[config.mk]
export PLATFORM = sky130hd
export DESIGN_NAME = sfb_cell
export DESIGN_NICKNAME = d
export VERILOG_FILES = /design/src/sfb_pkg.sv /design/src/sfb_cell.sv
export SDC_FILE = /design/constraint.sdc
export NUM_CORES = 1
export LEC_CHECK = 0
export BUFFER_PORTS_ARGS = -buffer_cell sky130_fd_sc_hd__buf_2
export CORE_ASPECT_RATIO = 1.25
export CORE_MARGIN = 3
export CORE_UTILIZATION = 24
export CTS_CLUSTER_SIZE = 30
export DETAILED_ROUTE_END_ITERATION = 6
export PLACE_DENSITY = 0.45
export SETUP_SLACK_MARGIN = 0.1
export SYNTH_ARGS = -nofsm -noshare
export SYNTH_HDL_FRONTEND = slang
export SYNTH_SLANG_ARGS = --single-unit
[constraint.sdc]
create_clock -name i_clk -period 5.2 [get_ports i_clk]
set_clock_uncertainty 0.15 [all_clocks]
set_input_delay 1.04 -clock i_clk [delete_from_list [all_inputs] [get_ports i_clk]]
set_output_delay 1.04 -clock i_clk [all_outputs]
set_load 0.01 [all_outputs]
[src/sfb_pkg.sv]
// ----------------------------------------------------------------------------
// sfb_pkg
// Shared types, codes and defaults for the SYN flood blacklister.
// ----------------------------------------------------------------------------
package sfb_pkg;

    localparam int DEF_TABLE_DEPTH = 64;
    localparam int DEF_BAN_DEPTH   = 32;
    localparam int MAX_RESULTS     = 32;

    localparam logic KIND_PACKET = 1'b0;
    localparam logic KIND_TICK   = 1'b1;

    localparam logic EV_BAN   = 1'b0;
    localparam logic EV_UNBAN = 1'b1;

    localparam logic [1:0] REG_MAX_SYN   = 2'd0;
    localparam logic [1:0] REG_PERIOD    = 2'd1;
    localparam logic [1:0] REG_PROBATION = 2'd2;

    localparam logic [15:0] RST_MAX_SYN   = 16'd1;
    localparam logic [15:0] RST_PERIOD    = 16'd1;
    localparam logic [15:0] RST_PROBATION = 16'd300;

    typedef struct packed {
        logic        v6;
        logic [63:0] hi;
        logic [63:0] lo;
        logic [15:0] port;
    } t_key;

    // search word walking down the cell chain
    typedef struct packed {
        logic active;
        logic found;
        logic ban;
        logic free_ok;
    } t_token;

    typedef struct packed {
        t_key        key;
        logic [31:0] stamp;
    } t_ban;

endpackage

[src/sfb_cell.sv]
// ----------------------------------------------------------------------------
// sfb_cell
// One counter table entry: key, SYN count and valid bit, with a registered
// hop of the search word towards the next cell.
// ----------------------------------------------------------------------------
module sfb_cell (
    input  logic            i_clk,
    input  logic            i_rst_n,
    input  sfb_pkg::t_key   i_key,
    input  logic [15:0]     i_max_syn,
    input  logic            i_clear,
    input  logic            i_insert,
    input  sfb_pkg::t_token i_tok,
    output sfb_pkg::t_token o_tok
);
    import sfb_pkg::*;

    logic        r_valid;
    logic        r_claim;
    t_key        r_key;
    logic [15:0] r_count;
    t_token      r_tok;
    t_token      n_tok;
    logic [15:0] w_cnt_inc;
    logic        w_hit;
    logic        w_free;
    logic        w_ban;

    always_comb begin
        w_cnt_inc = (r_count == 16'hFFFF) ? r_count : r_count + 16'd1;
        w_hit     = i_tok.active && r_valid && (r_key == i_key) && !i_tok.found;
        w_free    = i_tok.active && !r_valid && !i_tok.free_ok;
        w_ban     = w_cnt_inc > i_max_syn;
        n_tok     = i_tok;
        if (w_hit) begin
            n_tok.found = 1'b1;
            n_tok.ban   = w_ban;
        end
        if (w_free) begin
            n_tok.free_ok = 1'b1;
        end
    end

    always_ff @(posedge i_clk) begin
        if (!i_rst_n) begin
            r_valid <= 1'b0;
            r_claim <= 1'b0;
            r_tok   <= '0;
        end else begin
            r_tok <= n_tok;
            // remember whether this cell was the lowest free one
            if (i_tok.active) begin
                r_claim <= w_free;
            end
            if (i_clear) begin
                r_valid <= 1'b0;
            end else if (w_hit && w_ban) begin
                r_valid <= 1'b0;
            end else if (i_insert && r_claim) begin
                r_valid <= (i_max_syn != 16'd0);
            end
        end
    end

    always_ff @(posedge i_clk) begin
        if (w_hit) begin
            r_count <= w_cnt_inc;
        end
        if (i_insert && r_claim) begin
            r_key   <= i_key;
            r_count <= 16'd1;
        end
    end

    assign o_tok = r_tok;

endmodule

==> results of run 1 <==
==> sequential cells by signal, summed over array words and instances (netlist names) <==
signal,cells
r_key,145
r_count,16
o_tok,4
r_claim,1
r_valid,1
==> cells in the mapped netlist, types with 2 or more instances <==
master,count
inv_1,64
nand2_1,31
nor4_1,21
a22o_1,3
nand4b_1,3
o21a_1,3
nor3_1,5
edfxtp_1,145
xor2_1,34
nand4_1,25
nand3_1,5
dfxtp_1,22
and2_1,2
a2111oi_2,2
nor2b_1,54
or4_1,5
nor4b_1,2
o21bai_1,2
nor2_1,15
nor4_2,2
o22ai_1,17
a21o_1,2
o31ai_1,7
o21ai_0,4
o2bb2ai_1,2
clkbuf_1,5
ha_1,17
a2111oi_0,12
a21oi_1,14
and3_1,3
xnor2_1,48
o2111ai_1,8
mux2i_1,8
a2111o_1,7
nand2b_1,32
mux2_2,2
o211ai_1,5
==> worst min-delay path: cells and delay by family, from the launching register on <==
family	cells	cell delay, ps
AND/OR/NAND/NOR	1	70
multiplexers	1	60
flip-flops	1	340
==> cells by family after synthesis <==
| family | count (synthesis) | share of synthesized area, % |
|---|---|---|
| AO/OA/AOI/OAI | 93 | 8.85 |
| XOR/XNOR | 82 | 8.90 |
| adder cells (fa/ha/maj) | 17 | 2.64 |
| buffers and inverters | 71 | 3.41 |
| flip-flops | 167 | 59.4 |
| multiplexers | 10 | 1.27 |
| AND/OR/NAND/NOR | 212 | 15.5 |
==> power breakdown <==
group	leakage (nW)	internal, mW	switching, mW
registers	1.50	1.49	0.0129
logic	1.98	0.106	0.123
clock network	0.269	0.661	0.567
total	3.75	2.26	0.702
==> final cells by class <==
type	count	area [um2]
Sequential cell	167	4790
Clock inverter	15	129
Multi-Input combinational cell	414	3000
Clock buffer	17	425
Inverter	64	245
Timing Repair Buffer	176	903
Tap cell	418	523
Fill cell	3437	22900
==> path summary, 6_finish.rpt <==
check                                 from                  endpoint  slack [ps]  cells past startpoint
setup / recovery                 i_key[91]      r_valid$_SDFFE_PP0P_        1110                      8
hold / removal    r_count[14]$_SDFFE_PP0P_  r_count[14]$_SDFFE_PP0P_         360                      2
setup reg to reg      r_key[105]$_DFFE_PP_      r_valid$_SDFFE_PP0P_        1390                      7
hold reg to reg   r_count[14]$_SDFFE_PP0P_  r_count[14]$_SDFFE_PP0P_         360                      2
==> metal layers <==
metal / share of wire (%) / up-vias
met5: 0.12 / -
met4: 0.95 / 4
met3: 4.1 / 14
met2: 51 / 123
met1: 44 / 2656
li1: - / 2805
==> results.toml, run 1 <==
[final_layout]
stdcell_count = 1271
diodes = 0
finalCoreUtilization_pct = 30.4
final_common_cell = "buf_2"
layout.nets = 1026
fin_area_um2 = 10000
syn2layout_area_growth_pct = 24.2
drive_gt1_share_pct = 25.4
final_cell_mix = "buf_2 (172), edfxtp_1 (145), inv_1 (63)"

[place]
place_ws_ps = 718
place.gp.congestion = 0.740
dp_hpwl_mm = 17.2
place_area_um2 = 9470
port_buffers = 172
placed_cells = 1239

[global_route]
grt_max_degree = 66
grt_use_total_pct = 12.6
grt_pass1_vias = 5797
busiest_layer = "met2"
met1_usage_pct = 16.0
grt_first_pass_wirelength_mm = 33.8
antenna_found_initial = 2
grt_util_met2_pct = 21.6
overflow = 0
grt_use_met3_pct = 3.03

[timing]
final_hold_viol_count = 0
min_period_over_period_pct = 78.7
post-route-min-period_ps = 4090
setup_viol = 0
holdWs_ps = 364
fmax_mhz = 244
slew_headroom_pct = 19.3
finalWorstSetupSlack_ps = 1110
tns_ps = 0
slew_violations = 0
rsz0062_at_grt = "false"
worst_pin_slew_ps = 1180

[power]
p_leak_nw = 3.75
powerDensity_nw_per_um2 = 296
ir_drop_uv = 161
p_total_mw = 2.96

[run_status]
status = "finished, final reports clean"

[critical_path]
arrival_ps = 4220
path_cells = "buf_2, nor2b_1, a2111oi_0, nand4_1, nor4_2, nand2_1, a2111oi_0, nor4b_1"
cp-end-kind = "flop"
start_kind = "input pin"
cp.required_ps = 5330
criticalPathCategory = "in2reg"
max_stage_delay_ps = 980
worst-path-buf-inv = 1
path_common_cell = "a2111oi_0"
crit_path_max_fanout = 13
critPathTopFamily = "compound AO/OA/AOI/OAI gates"
cp_slowest_cell = "a2111oi_0"

[logic_synthesis]
ys.flop_type = "edfxtp_1"
synthCells = 652
async_reset_ff_share_pct = 0
synth_area_leader_cell = "edfxtp_1"
synth.cell_area_um2 = 8070
synth-seq-cells = 167
synth.top_cell.area_share_pct = 54.0
synth.area.top_cells = "edfxtp_1 (54%), dfxtp_1 (5.5%), xnor2_1 (5.2%)"
synth_edf_count = 145
yosysWarnings = 0
mappedNetlistNets = 838
synth_cell_types = 51
ys_seq_area_share_pct = 59.4
syn_area_per_cell_um2 = 12.4

[cts]
htree_levels = 4
cts_setup_buffers = 0
cts_tree = "built"
hold_buffers = 0
cts_buffer_depth = 2
cts.sinks = 167
ctsResizeCount = 0
numCtsBuffers = 17
clk_latency_ps = 430
clk_pin_slew_ps = 70
clock-root-buffer = "clkbuf_16"

[die]
ioPinCount = 173
placementRows = 74
start_util_pct = 24.5
fp.dieArea_um2 = 35900
die-height_um = 211
fp.dieW_um = 170
core-area_um2 = 33000

[routing]
vias = 5602
drc = 0
ant_nets = 0
drt_iter0_markers = 241
wl_mm = 22.0
post_drt_wl_per_cell_um = 17.3
drtPass1Iterations = 5
detail_route.vias_per_cell = 4.41

[min_path]
hold_path_class = "reg2reg"

[job]
drv_cap = 0
Note: power is estimated with default switching activity, not from simulation.
==> run 2, diff against run 1 <==
==> constraint.sdc (replaced) <==
create_clock -name i_clk -period 3.99 [get_ports i_clk]
set_clock_uncertainty 0.15 [all_clocks]
set_input_delay 0.798 -clock i_clk [delete_from_list [all_inputs] [get_ports i_clk]]
set_output_delay 0.798 -clock i_clk [all_outputs]
set_load 0.01 [all_outputs]
==> results.toml, run 2 (synthesized netlist as in run 1, its figures left out) <==
[run_status]
status = "finished, final reports clean"

[timing]
post-route-min-period_ps = 3500
rsz0062_at_grt = "false"
worst_pin_slew_ps = 726
tns_ps = 0
min_period_over_period_pct = 87.6
holdWs_ps = 355
final_hold_viol_count = 0
slew_headroom_pct = 50.3
fmax_mhz = 286
slew_violations = 0
setup_viol = 0
finalWorstSetupSlack_ps = 494

[power]
ir_drop_uv = 204
powerDensity_nw_per_um2 = 385
pwr-share-clk_pct = 42.0
p_seq_share_pct = 50.2
p_switching_mw = 0.909
switching_share_pct = 23.2
p_total_mw = 3.91
p_leak_nw = 3.82
pwr-share-comb_pct = 7.8
p_int_mw = 3.00

[cts]
clk_pin_slew_ps = 70
clock-root-buffer = "clkbuf_16"
numCtsBuffers = 17
ctsResizeCount = 0
htree_levels = 4
cts.sinks = 167
cts_setup_buffers = 0
clk_latency_ps = 450
cts_buffer_depth = 2
hold_buffers = 0
cts_tree = "built"

[die]
start_util_pct = 24.5
ioPinCount = 173
core-area_um2 = 33000
fp.dieW_um = 170
fp.dieArea_um2 = 35900
placementRows = 74
die-height_um = 211

[routing]
drtPass1Iterations = 4
detail_route.vias_per_cell = 4.38
wl_mm = 22.0
post_drt_wl_per_cell_um = 17.2
ant_nets = 0
vias = 5623
drt_iter0_markers = 215
drc = 0

[global_route]
overflow = 0
grt_max_degree = 46
grt_first_pass_wirelength_mm = 33.3
antenna_found_initial = 4
grt_pass1_vias = 5791
grt_use_total_pct = 12.5

[final_layout]
largest-register = "r_key"
largest_reg_flops = 145
drive_gt1_share_pct = 26.3
final_common_cell = "buf_2"
syn2layout_area_growth_pct = 25.9
layout.nets = 1037
final_cell_mix = "buf_2 (172), edfxtp_1 (145), inv_1 (63)"

[min_path]
hold_path_class = "reg2reg"

[critical_path]
arrival_ps = 3650
cp-end-kind = "flop"
cp.required_ps = 4150
criticalPathCategory = "reg2reg"
start_kind = "flop"
crit_path_max_fanout = 7

[place]
port_buffers = 172
dp_hpwl_mm = 17.2
place_ws_ps = 205
place.gp.congestion = 0.741

[job]
drv_cap = 0
## run 2: changes by cell type in the layout (fill, tap and decap cells not counted)
cell       before  now
buf_4           3   12
inv_6           4    1
buf_12          1    3
diode_2         0    2
bufinv_16       1    2
clkbuf_1        0    1
clkinv_1        2    3
clkinv_2        3    4
clkinv_4        4    3
nand2_1        31   30
nand2_8         0    1
## run 2: final cells by class
type / instances / area (um2)
diodes: 2 / 5.00
clock buffers: 18 / 429
clock inverters: 14 / 134
fillers: 3450 / 22800
inverters: 64 / 244
multi-input cells: 414 / 3020
flip-flops and latches: 167 / 4790
well taps: 418 / 523
repair buffers: 187 / 1010
## run 2: per-layer routing
metal,vias to the layer above,part of all wire [%],global-route usage [%]
met4,2,1.5,4.03
met5,-,0.050,0
met2,135,50,21.3
li1,2820,-,-
met1,2644,44,15.7
met3,22,4.0,2.88
## run 2: power groups by stage
stage | logic [mW] | registers (mW) | clock network [mW]
floorplan | 0.133 | 2.00 | 0
finish | 0.304 | 1.96 | 1.65
global route | 0.342 | 1.97 | 1.77
detailed placement | 0.312 | 2.00 | 0
CTS | 0.314 | 1.96 | 1.72
global placement | 0.309 | 2.00 | 0
## run 2: path summary, 6_finish.rpt
kind                                 start                       end  slack [ps]  cells past startpoint
setup reg to reg   r_count[6]$_SDFFE_PP0P_      r_valid$_SDFFE_PP0P_         490                     13
hold reg to reg   r_count[15]$_SDFFE_PP0P_  r_count[15]$_SDFFE_PP0P_         350                      2
hold / removal    r_count[15]$_SDFFE_PP0P_  r_count[15]$_SDFFE_PP0P_         350                      2
setup / recovery   r_count[6]$_SDFFE_PP0P_      r_valid$_SDFFE_PP0P_         490                     13
## run 2: metrics by stage
step | area (um2) | std cells | utilization [%]
floorplan | 8090 | 652 | -
global placement | 9590 | 1250 | 29.1
detailed placement | 9590 | 1250 | 29.1
CTS | 10200 | 1282 | 30.8
global route | 10200 | 1282 | 30.8
finish | 10200 | 1284 | 30.8
## run 2: worst max-delay path: stages (launching register included)
cell and delay [ps]:
dfxtp_1 450, and3_1 260, buf_4 160, and3_1 170
nand4_1 190, o21ai_0 310, nor2_1 90, xor2_1 150
ha_1 280, nand4_1 140, nor3_1 160, a21oi_1 80
a2111oi_0 660, nor4b_1 100
==> run 3, diff against run 2 <==
--- a/config.mk
+++ b/config.mk
@@ -12,6 +12,7 @@
 export CTS_CLUSTER_SIZE = 30
 export DETAILED_ROUTE_END_ITERATION = 6
 export PLACE_DENSITY = 0.45
+export REMOVE_ABC_BUFFERS = 1
 export SETUP_SLACK_MARGIN = 0.1
 export SYNTH_ARGS = -nofsm -noshare
 export SYNTH_HDL_FRONTEND = slang
==> results.toml, run 3 (synthesized netlist as in run 1, its figures left out) <==
[run_status]
status = "finished, final reports clean"

[routing]
vias = 5549
drtPass1Iterations = 4
drt_iter0_markers = 215
drc = 0
wl_mm = 21.5
post_drt_wl_per_cell_um = 16.8
detail_route.vias_per_cell = 4.34
ant_nets = 0

[place]
port_buffers = 172
placed_cells = 1243
place_ws_ps = -161
dp_hpwl_mm = 17.0
place.gp.congestion = 0.769

[timing]
rsz0062_at_grt = "false"
final_hold_viol_count = 0
slew_headroom_pct = 45.6
finalWorstSetupSlack_ps = 514
setup_viol = 0
fmax_mhz = 288
post-route-min-period_ps = 3480
min_period_over_period_pct = 87.1
worst_pin_slew_ps = 796
slew_violations = 0

[min_path]
hold_path_class = "reg2reg"

[power]
powerDensity_nw_per_um2 = 387
ir_drop_uv = 198
p_total_mw = 3.91
p_switching_mw = 0.894
pwr-share-comb_pct = 7.6
p_leak_nw = 3.78
pwr-share-clk_pct = 42.2
switching_share_pct = 22.9
p_int_mw = 3.01
p_seq_share_pct = 50.2

[critical_path]
criticalPathCategory = "reg2reg"
cp-end-kind = "flop"
cp.required_ps = 4160
start_kind = "flop"
arrival_ps = 3650
crit_path_max_fanout = 7

[die]
fp.dieW_um = 170
placementRows = 74
die-height_um = 211
core-area_um2 = 33000
start_util_pct = 24.5
ioPinCount = 173
fp.dieArea_um2 = 35900

[global_route]
grt_pass1_vias = 5650
grt_max_degree = 65
grt_use_total_pct = 12.2
grt_first_pass_wirelength_mm = 32.6
overflow = 0
antenna_found_initial = 9

[cts]
cts_setup_buffers = 0
numCtsBuffers = 17
cts.sinks = 167
cts_tree = "built"
clock-root-buffer = "clkbuf_16"
cts_buffer_depth = 2
htree_levels = 4
clk_pin_slew_ps = 70
clk_latency_ps = 430

[final_layout]
largest_reg_flops = 145
n_fill_cell = 3463
syn2layout_area_growth_pct = 25.1
drive_gt1_share_pct = 26.1
stdcell_count = 1279
finalCoreUtilization_pct = 30.6
largest-register = "r_key"
layout.nets = 1030
final_cell_mix = "buf_2 (172), edfxtp_1 (145), inv_1 (63)"
final_common_cell = "buf_2"

[job]
drv_cap = 0
==> run 3: cell count changes in the layout (fill, tap and decap cells not counted), sizes merged <==
cell | previous run | this run
buf | 187 | 180
inv | 64 | 68
diode | 2 | 4
clkinvlp | 2 | 4
clkinv | 10 | 4
==> run 3: path summary, 6_finish.rpt <==
kind	from	end	slack, ps	depth (start not counted)
worst max-delay path	r_count[6]$_SDFFE_PP0P_	r_valid$_SDFFE_PP0P_	510	12
worst max register to register	r_count[6]$_SDFFE_PP0P_	r_valid$_SDFFE_PP0P_	510	12
worst min-delay path	r_count[14]$_SDFFE_PP0P_	r_count[14]$_SDFFE_PP0P_	360	2
worst min register to register	r_count[14]$_SDFFE_PP0P_	r_count[14]$_SDFFE_PP0P_	360	2
==> run 3: what timing repair did <==
item / in CTS / in global routing
setup endpoints to repair: 0 / 2
gates resized for setup: 0 / 3
hold buffers: 0 / 0
==> run 3: cell type report <==
type	instances	area [um2]	area share, %
Clock inverter	14	149	1.47
Antenna cell	4	10.0	0.0992
Clock buffer	18	429	4.25
Tap cell	418	523	5.18
Timing Repair Buffer	180	933	9.25
Inverter	64	245	2.43
Sequential cell	167	4790	47.5
Multi-Input combinational cell	414	3010	29.8
==> run 3: per-layer routing <==
layer	vias up	track usage, %	wire length [um]
met5	-	0	81
li1	2812	-	-
met2	115	20.7	10600
met3	22	3.89	1210
met4	12	3.58	205
met1	2588	14.8	9400
==> run 3: power by group through the flow <==
stage / clock, mW / sequential, mW / combinational [mW]
after floorplan: 0 / 2.00 / 0.131
after global placement: 0 / 2.00 / 0.301
after detailed placement: 0 / 2.00 / 0.305
after CTS: 1.73 / 1.96 / 0.306
after global routing: 1.79 / 1.97 / 0.334
final: 1.65 / 1.96 / 0.296
==> run 3: through the flow <==
| stage | cell area [um2] | hold WS, ps | setup TNS, ps |
|---|---|---|---|
| after floorplan | 8030 | 311 | -121410 |
| after global placement | 9500 | 332 | -111 |
| after detailed placement | 9500 | 353 | -293 |
| after CTS | 10100 | 362 | 0 |
| after global routing | 10100 | 380 | 0 |
| final | 10100 | 362 | 0 |
==> run 3: worst max-delay path, stage by stage (launching register included) <==
cell and delay, ps:
dfxtp_1 370, and3_1 240, nand4_1 220, nor3_2 90, buf_4 140, nor4b_1 470
xor2_1 260, ha_1 290, a21oi_1 140, o21ai_0 120, a221oi_1 420, a2111oi_2 170
nor4b_1 300
